File: config.mk
export PLATFORM = sky130hd
export DESIGN_NAME = stepper_pulse_timer_bank
export DESIGN_NICKNAME = d
export VERILOG_FILES = /design/src/rtl/core/spt_pkg.sv /design/src/rtl/core/spt_ctrl.sv /design/src/rtl/core/spt_datapath.sv /design/src/rtl/core/stepper_pulse_timer_bank.sv
export SDC_FILE = /design/constraint.sdc
export NUM_CORES = 1
export LEC_CHECK = 0
export BUFFER_PORTS_ARGS = -buffer_cell sky130_fd_sc_hd__buf_4
export CORE_MARGIN = 2
export CORE_UTILIZATION = 45
export CTS_CLUSTER_DIAMETER = 30
export DETAILED_ROUTE_END_ITERATION = 10
export GPL_TIMING_DRIVEN = 0
export PLACE_DENSITY = 0.64
export REMOVE_ABC_BUFFERS = 1
export SETUP_SLACK_MARGIN = 0.05
export SLEW_MARGIN = 20
export SYNTH_ARGS = -nofsm -noshare
export SYNTH_HDL_FRONTEND = slang
export SYNTH_SLANG_ARGS = --single-unit
File: constraint.sdc
create_clock -name clk -period 8.9 [get_ports clk]
set_input_delay 2.67 -clock clk [delete_from_list [all_inputs] [get_ports clk]]
set_output_delay 2.67 -clock clk [all_outputs]
set_load 0.1 [all_outputs]
File: src/rtl/core/spt_pkg.sv
`timescale 1ns / 1ps
// ----------------------------------------------------------------------------
// spt_pkg
// shared constants, op codes and controller/datapath handshake structs
// ----------------------------------------------------------------------------
package spt_pkg;

    localparam int SLOT_COUNT   = 16;
    localparam int PERIOD_WIDTH = 16;
    localparam int STEP_WIDTH   = 24;

    localparam int COUNT_W      = STEP_WIDTH + 1;
    localparam int TOGGLE_W     = STEP_WIDTH + 1;
    localparam int SLOT_IDX_W   = (SLOT_COUNT > 1) ? $clog2(SLOT_COUNT) : 1;
    localparam int USED_W       = $clog2(SLOT_COUNT + 1);
    localparam int OP_W         = 2;

    localparam int IN_FIELDS_W  = COUNT_W + PERIOD_WIDTH;
    localparam int IN_TDATA_W   = ((IN_FIELDS_W + 7) / 8) * 8;
    localparam int OUT_FIELDS_W = USED_W + 4;
    localparam int OUT_TDATA_W  = ((OUT_FIELDS_W + 7) / 8) * 8;

    typedef enum logic [OP_W-1:0] {
        OP_TICK  = 2'd0,
        OP_ADD   = 2'd1,
        OP_CLEAR = 2'd2
    } op_t;

    // controller to datapath
    typedef struct packed {
        logic capture;
        logic do_add;
        logic do_clear;
        logic walk_step;
        logic load_out;
    } spt_cmd_t;

    // datapath to controller
    typedef struct packed {
        logic [OP_W-1:0] op;
        logic            bank_empty;
        logic            walk_last;
    } spt_status_t;

endpackage

File: src/rtl/core/spt_ctrl.sv
`timescale 1ns / 1ps
// ----------------------------------------------------------------------------
// spt_ctrl
// sequencer: takes a word, runs the op, walks slots on a tick, posts result
// ----------------------------------------------------------------------------
module spt_ctrl (
    input  logic                 clk,
    input  logic                 rst_n,
    input  logic                 in_valid,
    output logic                 in_ready,
    output logic                 out_valid,
    input  logic                 out_ready,
    input  spt_pkg::spt_status_t stat,
    output spt_pkg::spt_cmd_t    cmd
);
    import spt_pkg::*;

    typedef enum logic [3:0] {
        ST_IDLE = 4'b0001,
        ST_EXEC = 4'b0010,
        ST_WALK = 4'b0100,
        ST_DONE = 4'b1000
    } state_t;

    state_t state_reg;
    state_t state_next;
    logic   out_valid_reg;
    logic   out_valid_next;

    always_comb
    begin
        state_next = state_reg;
        cmd        = '0;
        in_ready   = 1'b0;
        unique case (state_reg)
            ST_IDLE:
            begin
                in_ready = 1'b1;
                if (in_valid)
                begin
                    cmd.capture = 1'b1;
                    state_next  = ST_EXEC;
                end
            end
            ST_EXEC:
            begin
                state_next = ST_DONE;
                unique case (stat.op)
                    OP_TICK:
                    begin
                        if (!stat.bank_empty)
                        begin
                            state_next = ST_WALK;
                        end
                    end
                    OP_ADD:   cmd.do_add   = 1'b1;
                    OP_CLEAR: cmd.do_clear = 1'b1;
                    default:  ;
                endcase
            end
            ST_WALK:
            begin
                cmd.walk_step = 1'b1;
                if (stat.walk_last)
                begin
                    state_next = ST_DONE;
                end
            end
            ST_DONE:
            begin
                if (!out_valid_reg || out_ready)
                begin
                    cmd.load_out = 1'b1;
                    state_next   = ST_IDLE;
                end
            end
            default: state_next = ST_IDLE;
        endcase
    end

    always_comb
    begin
        out_valid_next = out_valid_reg;
        if (cmd.load_out)
        begin
            out_valid_next = 1'b1;
        end
        else if (out_ready)
        begin
            out_valid_next = 1'b0;
        end
    end

    always_ff @(posedge clk or negedge rst_n)
    begin
        if (!rst_n)
        begin
            state_reg     <= ST_IDLE;
            out_valid_reg <= 1'b0;
        end
        else
        begin
            state_reg     <= state_next;
            out_valid_reg <= out_valid_next;
        end
    end

    assign out_valid = out_valid_reg;

endmodule

File: src/rtl/core/spt_datapath.sv
`timescale 1ns / 1ps
// ----------------------------------------------------------------------------
// spt_datapath
// slot storage, step/direction pins, slot walk and result register
// ----------------------------------------------------------------------------
module spt_datapath (
    input  logic                             clk,
    input  logic                             rst_n,
    input  logic [spt_pkg::OP_W-1:0]         op_in,
    input  logic [spt_pkg::COUNT_W-1:0]      count_in,
    input  logic [spt_pkg::PERIOD_WIDTH-1:0] period_in,
    input  spt_pkg::spt_cmd_t                cmd,
    output spt_pkg::spt_status_t             stat,
    output logic [spt_pkg::OUT_TDATA_W-1:0]  result
);
    import spt_pkg::*;

    // captured item
    logic [OP_W-1:0]         op_reg;
    logic [COUNT_W-1:0]      count_reg;
    logic [PERIOD_WIDTH-1:0] period_reg;

    // slot storage, no reset: only slots below used_reg are read
    logic [PERIOD_WIDTH-1:0] period_mem  [SLOT_COUNT];
    logic [PERIOD_WIDTH-1:0] counter_mem [SLOT_COUNT];
    logic [TOGGLE_W-1:0]     toggle_mem  [SLOT_COUNT];
    logic [SLOT_COUNT-1:0]   enabled_reg;

    logic [USED_W-1:0]       used_reg;
    logic [USED_W-1:0]       used_next;
    logic [SLOT_IDX_W-1:0]   idx_reg;
    logic [SLOT_IDX_W-1:0]   idx_next;
    logic                    pin_reg;
    logic                    pin_next;
    logic                    dir_reg;
    logic                    dir_next;
    logic                    rej_reg;
    logic                    rej_next;
    logic [OUT_TDATA_W-1:0]  result_reg;

    logic                    bank_full;
    logic [SLOT_IDX_W-1:0]   add_idx;
    logic                    count_neg;
    logic [COUNT_W-1:0]      count_mag;
    logic [STEP_WIDTH-1:0]   mag_sat;
    logic [TOGGLE_W-1:0]     add_toggles;
    logic                    add_ok;

    logic [PERIOD_WIDTH-1:0] cur_period;
    logic [PERIOD_WIDTH-1:0] cur_counter;
    logic [TOGGLE_W-1:0]     cur_toggles;
    logic                    cur_enabled;
    logic                    expire;
    logic                    busy;

    // add path: magnitude of the signed count, saturated
    assign bank_full   = (used_reg >= USED_W'(SLOT_COUNT));
    assign add_idx     = used_reg[SLOT_IDX_W-1:0];
    assign count_neg   = count_reg[COUNT_W-1];
    assign count_mag   = count_neg ? (~count_reg + COUNT_W'(1)) : count_reg;
    assign mag_sat     = count_mag[COUNT_W-1] ? {STEP_WIDTH{1'b1}}
                                              : count_mag[STEP_WIDTH-1:0];
    assign add_toggles = {mag_sat, 1'b0};
    assign add_ok      = cmd.do_add && !bank_full;

    // walk path: one slot per cycle
    assign cur_period  = period_mem[idx_reg];
    assign cur_counter = counter_mem[idx_reg];
    assign cur_toggles = toggle_mem[idx_reg];
    assign cur_enabled = enabled_reg[idx_reg];
    assign expire      = cur_enabled && (cur_counter >= cur_period);

    always_comb
    begin
        busy = 1'b0;
        for (int i = 0; i < SLOT_COUNT; i++)
        begin
            if (enabled_reg[i] && (USED_W'(i) < used_reg))
            begin
                busy = 1'b1;
            end
        end
    end

    always_comb
    begin
        used_next = used_reg;
        idx_next  = idx_reg;
        pin_next  = pin_reg;
        dir_next  = dir_reg;
        rej_next  = rej_reg;
        if (cmd.capture)
        begin
            idx_next = '0;
            rej_next = 1'b0;
        end
        if (cmd.do_add)
        begin
            if (bank_full)
            begin
                rej_next = 1'b1;
            end
            else
            begin
                used_next = used_reg + USED_W'(1);
                dir_next  = (!count_neg && (count_reg != '0)) ? 1'b0 : 1'b1;
            end
        end
        if (cmd.do_clear)
        begin
            used_next = '0;
            pin_next  = 1'b0;
        end
        if (cmd.walk_step)
        begin
            idx_next = idx_reg + SLOT_IDX_W'(1);
            if (expire)
            begin
                pin_next = ~pin_reg;
            end
        end
    end

    always_ff @(posedge clk or negedge rst_n)
    begin
        if (!rst_n)
        begin
            used_reg <= '0;
            idx_reg  <= '0;
            pin_reg  <= 1'b0;
            dir_reg  <= 1'b0;
            rej_reg  <= 1'b0;
        end
        else
        begin
            used_reg <= used_next;
            idx_reg  <= idx_next;
            pin_reg  <= pin_next;
            dir_reg  <= dir_next;
            rej_reg  <= rej_next;
        end
    end

    always_ff @(posedge clk)
    begin
        if (cmd.capture)
        begin
            op_reg     <= op_in;
            count_reg  <= count_in;
            period_reg <= period_in;
        end
        if (add_ok)
        begin
            period_mem[add_idx]  <= period_reg;
            counter_mem[add_idx] <= '0;
            toggle_mem[add_idx]  <= add_toggles;
            enabled_reg[add_idx] <= (mag_sat != '0);
        end
        else if (cmd.walk_step && cur_enabled)
        begin
            if (expire)
            begin
                counter_mem[idx_reg] <= '0;
                toggle_mem[idx_reg]  <= cur_toggles - TOGGLE_W'(1);
                if (cur_toggles == TOGGLE_W'(1))
                begin
                    enabled_reg[idx_reg] <= 1'b0;
                end
            end
            else
            begin
                counter_mem[idx_reg] <= cur_counter + PERIOD_WIDTH'(1);
            end
        end
        if (cmd.load_out)
        begin
            result_reg <= OUT_TDATA_W'({rej_reg, busy, used_reg, dir_reg, pin_reg});
        end
    end

    assign stat.op         = op_reg;
    assign stat.bank_empty = (used_reg == '0);
    assign stat.walk_last  = (USED_W'(idx_reg) == (used_reg - USED_W'(1)));
    assign result          = result_reg;

endmodule

File: src/rtl/core/stepper_pulse_timer_bank.sv
`timescale 1ns / 1ps
// ----------------------------------------------------------------------------
// stepper_pulse_timer_bank
// bank of sixteen step-pulse timers sharing one step pin and one direction pin
// ----------------------------------------------------------------------------
// each input word carries an op in tuser: tick walks every used slot in
// order, add appends a slot (period, signed step count), clear empties the
// bank and drives the step pin low; every word yields exactly one result word
// with the pin levels, slot count, busy flag and a reject flag for an add to
// a full bank. a word passes the exec state, then for a tick on a non-empty
// bank the slot walk that reads and updates one slot per cycle, then the done
// state, which loads its result into the output register; only then is the
// next word taken, even if the sink has not yet taken the previous result; a
// result still waiting there holds the following word in its last cycle.
// no clearing pass after reset
// ----------------------------------------------------------------------------
module stepper_pulse_timer_bank (
    input  logic                            clk,
    input  logic                            rst_n,
    input  logic                            s_axis_tvalid,
    output logic                            s_axis_tready,
    // signed_steps[24:0], period_ticks[40:25], zero fill above
    input  logic [spt_pkg::IN_TDATA_W-1:0]  s_axis_tdata,
    // op[1:0]
    input  logic [spt_pkg::OP_W-1:0]        s_axis_tuser,
    output logic                            m_axis_tvalid,
    input  logic                            m_axis_tready,
    // step_level[0], direction[1], slots_used[6:2], busy_res[7], rejected[8],
    // zero fill above
    output logic [spt_pkg::OUT_TDATA_W-1:0] m_axis_tdata
);
    import spt_pkg::*;

    spt_cmd_t    cmd;
    spt_status_t stat;

    // sequencer: one word in flight, walk of used slots on a tick
    spt_ctrl u_ctrl (
        .clk       (clk),
        .rst_n     (rst_n),
        .in_valid  (s_axis_tvalid),
        .in_ready  (s_axis_tready),
        .out_valid (m_axis_tvalid),
        .out_ready (m_axis_tready),
        .stat      (stat),
        .cmd       (cmd)
    );

    // slot storage, pins and the result register
    spt_datapath u_datapath (
        .clk       (clk),
        .rst_n     (rst_n),
        .op_in     (s_axis_tuser),
        .count_in  (s_axis_tdata[COUNT_W-1:0]),
        .period_in (s_axis_tdata[IN_FIELDS_W-1:COUNT_W]),
        .cmd       (cmd),
        .stat      (stat),
        .result    (m_axis_tdata)
    );

`ifndef ASSERT_OFF
    // result register is only overwritten once the sink has the old word
    a_load_free: assert property (@(posedge clk) disable iff (!rst_n)
        cmd.load_out |-> (!m_axis_tvalid || m_axis_tready))
        else $error("result overwritten before it was taken");

    // only one word in flight
    a_one_in_flight: assert property (@(posedge clk) disable iff (!rst_n)
        (s_axis_tvalid && s_axis_tready) |=> !s_axis_tready)
        else $error("second word accepted while one is in flight");

    // the slot walk never runs on an empty bank
    a_walk_nonempty: assert property (@(posedge clk) disable iff (!rst_n)
        cmd.walk_step |-> !stat.bank_empty)
        else $error("slot walk on an empty bank");

    // slot count never exceeds the bank size
    a_used_bound: assert property (@(posedge clk) disable iff (!rst_n)
        m_axis_tvalid |-> (m_axis_tdata[USED_W+1:2] <= USED_W'(SLOT_COUNT)))
        else $error("slot count beyond bank size");
`endif

endmodule

==> out/results.tsv <==
stage	metric	value	unit
outcome	status	completed	
synthesis	synth-seq-cells	997	
final_layout	stdcell_area	49400	um2
synthesis	synthesis.area	40600	um2
final_layout	final_nets	2332	
timing	fmax	156	MHz
clock_tree	h-tree-depth	4	
final_layout	drive_above_1_share	0.307	
final_layout	largest_reg_flops	400	
timing	post-route-period-util	0.721	
clock_tree	cts_made_buffers	176	
drt	via_per_inst	5.90	
timing	hold_violations	0	
global_routing	grt_usage	0.206	
timing	tightest_slew	1.15	ns
drt	detail_route.first_pass.iterations	6	
drt	drc	0	
floorplan	dieWidth	304	um
critical_path	end_kind	register	
timing	fin_hold_ws	0.447	ns
job	drv_cap	0	
synthesis	yosysWarningCount	0	
synthesis	ys.flop_type	edfxtp_1	
global_routing	antenna_found_initial	0	
global_routing	grt_pass1_vias	22000	
clock_tree	cts.path.max_buffers	3	
power_and_ir_drop	p_leak	0.0164	uW
critical_path	crit_path_max_fanout	47	
floorplan	die_area	92700	um2
synthesis	synthArstFlopShare	0.0171	
clock_tree	clkLatencyLatePin	0.77	ns
final_layout	regMostFlops	u_datapath.toggle_mem	
floorplan	die_h	304	um
global_routing	grt_max_degree	48	
final_layout	top_regs	u_datapath.toggle_mem: 400 flops, u_datapath.counter_mem: 256 flops, u_datapath.period_mem: 256 flops	
floorplan	io_pins	72	
timing	rsz0062_at_grt	false	
critical_path	r2r-start	u_datapath.idx_reg[1]$_DFFE_PN0P_	
synthesis	synth_cell_types	72	
drt	wirelength	94400	um
drt	via_count	21100	
final_layout	syn2layout_area_growth	21.6	%
clock_tree	cts_tree	built	
timing	finalCriticalPeriod	6.42	ns
power_and_ir_drop	irDropWorstVdd	0.220	mV
placement	place.gp.congestion	0.842	
min_path	whs_path_depth	0	
synthesis	synth_edf_count	980	
final_layout	n_antenna_cell	0	
critical_path	worst_setup_path_start_kind	register	
floorplan	start_util	0.453	
floorplan	core	89700	um2
synthesis	syn_area_per_cell	19.6	um2
floorplan	rows	110	
critical_path	rr_endpoint	u_datapath.toggle_mem[5][12]$_DFFE_PP_	
synthesis	syn-instance-count	2070	
clock_tree	cts_setup_buffers	0	
timing	slew_headroom	0.231	
clock_tree	ctsHoldBuffers	0	
global_routing	overflow	0	
min_path	min_path_type	reg2reg	
critical_path	required	9.40	ns
global_routing	grt_pass1_wl	141000	um
power_and_ir_drop	power_density	273	nW/um2
critical_path	crit_type	reg2reg	
placement	hpwl	54700	um
drt	wire_per_inst	26.4	um
clock_tree	cts.sinks	997	
synthesis	yosysSeqAreaShare	0.735	
min_path	hold_path_end	u_datapath.result[8]$_DFFE_PP_	
placement	port_buffers	57	
timing	fin_skew	0.0459	ns
clock_tree	clock-root-buffer	clkbuf_16	
clock_tree	cts.repair.resized	0	
critical_path	r2r_setup_slack	2.48	ns
critical_path	ff2ff_path_depth	14	
clock_tree	path_clk_slew	0.05	ns
drt	ant_nets	0	
min_path	holdCritStartpoint	u_datapath.rej_reg$_DFF_PN0_	
placement	place_area	43200	um2
timing	maxSlewViolCount	0	
timing	setup_viol	0	
drt	drt-initial-drc-count	2296	
critical_path	arrival	6.92	ns
==> cells in the mapped netlist (4+ instances only) <==
master | n | area (um2)
dfrtp_1 | 16 | 400
buf_2 | 23 | 115
nand2_1 | 105 | 394
nor4_1 | 9 | 56.3
nor4_4 | 4 | 85.1
or4_1 | 4 | 30.0
mux2i_1 | 11 | 110
xnor2_1 | 27 | 236
nor3b_1 | 7 | 52.6
o21ai_0 | 46 | 230
nand3_1 | 48 | 240
nor3_1 | 25 | 125
buf_6 | 11 | 124
a22oi_1 | 54 | 405
mux4_2 | 264 | 5950
a21oi_1 | 32 | 160
o31ai_1 | 6 | 45.0
buf_4 | 15 | 113
or3_1 | 8 | 50.1
ha_1 | 29 | 363
nor2_1 | 99 | 372
clkbuf_1 | 42 | 158
and2_1 | 6 | 37.5
xor2_1 | 30 | 263
nor2b_1 | 12 | 75.1
inv_1 | 47 | 176
buf_1 | 17 | 63.8
a31oi_1 | 5 | 31.3
edfxtp_1 | 980 | 29400
a21boi_0 | 6 | 45.0
nand4_1 | 11 | 68.8
==> layout by cell type (no fill, tap or decap), drive strengths merged, types with 5 or more instances in the layout <==
cell,count
xnor2,27
or2,5
a31oi,5
nor2b,12
bufinv,23
a21oi,32
and2,7
nor3b,7
mux2i,11
or3,8
nor3,25
clkinv,86
buf,98
nand2,105
clkbuf,196
or4,6
mux4,264
ha,29
o31ai,6
a21boi,6
o21ai,49
inv,60
conb,7
edfxtp,980
clkinvlp,16
nand3,49
nand4,11
dfrtp,16
nor2,99
xor2,30
nor4,16
a22oi,54
==> critical path, stage by stage (launching register included) <==
cell and delay (ns):
dfrtp_4 0.87, buf_16 0.31, buf_16 0.29, mux4_2 0.37, mux4_2 0.55, inv_1 0.09, ha_1 0.22, nand2b_1 0.15
a2111o_1 0.47, a311oi_1 0.29, o211a_1 0.43, or2_2 0.51, mux2i_1 0.88, nor2_4 0.33, buf_16 0.27
==> through the flow <==
stage	instances	utilization	TNS [ns]	worst slack [ns]	total power (uW)
floorplan	1967	-	-5523.06	-5.31	6510
global placement	3200	0.468	-	-12.73	6860
detailed placement	3239	0.481	0	2.63	6820
CTS	3567	0.549	0	2.53	13600
global route	3575	0.551	0	2.38	13900
finish	3575	0.551	0	2.48	13500
==> area by class of cell <==
class / instances / area (um2)
Clock buffer: 190 / 4460
Clock inverter: 138 / 1660
Fill cell: 6688 / 40300
Inverter: 47 / 176
Multi-Input combinational cell: 923 / 10400
Sequential cell: 997 / 29900
Tap cell: 1176 / 1470
Timing Repair Buffer: 104 / 1430
==> where the power goes <==
part           switching [uW]  internal (uW)  leakage [uW]
Combinational             694            390       0.00383
Sequential                145           5520       0.00966
Clock                    2390           4340       0.00294
==> kinds of logic after synthesis <==
group / count (synthesis) / synth area share
adders and majority gates: 29 / 0.00893
AOI/OAI and AO/OA: 187 / 0.0304
xor gates and xnor gates: 57 / 0.0123
muxes: 277 / 0.150
other: 1 / 0.0000923
and+or+nand+nor: 366 / 0.0451
buffers and inverters: 156 / 0.0188
DFF: 997 / 0.735
==> routing by layer <==
metal  global-route usage  up-vias  wire length (um)
met4               0.0827        0              2700
met1                0.279    11000             38300
met5                    0        -                 0
met3               0.0407      202              6190
met2                0.332      921             47200
li1                     -     8928                 -
==> worst max-delay path by stage <==
stage	from	to	slack, ns	cells past startpoint
floorplan	u_datapath.idx_reg[0]$_DFFE_PN0P_	u_datapath.toggle_mem[10][0]$_DFFE_PP_	-5.31	10
CTS	u_datapath.idx_reg[1]$_DFFE_PN0P_	u_datapath.toggle_mem[5][12]$_DFFE_PP_	2.53	14
global placement	u_datapath.idx_reg[0]$_DFFE_PN0P_	u_datapath.toggle_mem[3][11]$_DFFE_PP_	-12.73	11
finish	u_datapath.idx_reg[1]$_DFFE_PN0P_	u_datapath.toggle_mem[5][12]$_DFFE_PP_	2.48	14
detailed placement	u_datapath.idx_reg[1]$_DFFE_PN0P_	u_datapath.toggle_mem[5][9]$_DFFE_PP_	2.63	14
global route	u_datapath.idx_reg[1]$_DFFE_PN0P_	u_datapath.toggle_mem[5][12]$_DFFE_PP_	2.38	14
Note: power is estimated with default switching activity, not from simulation.
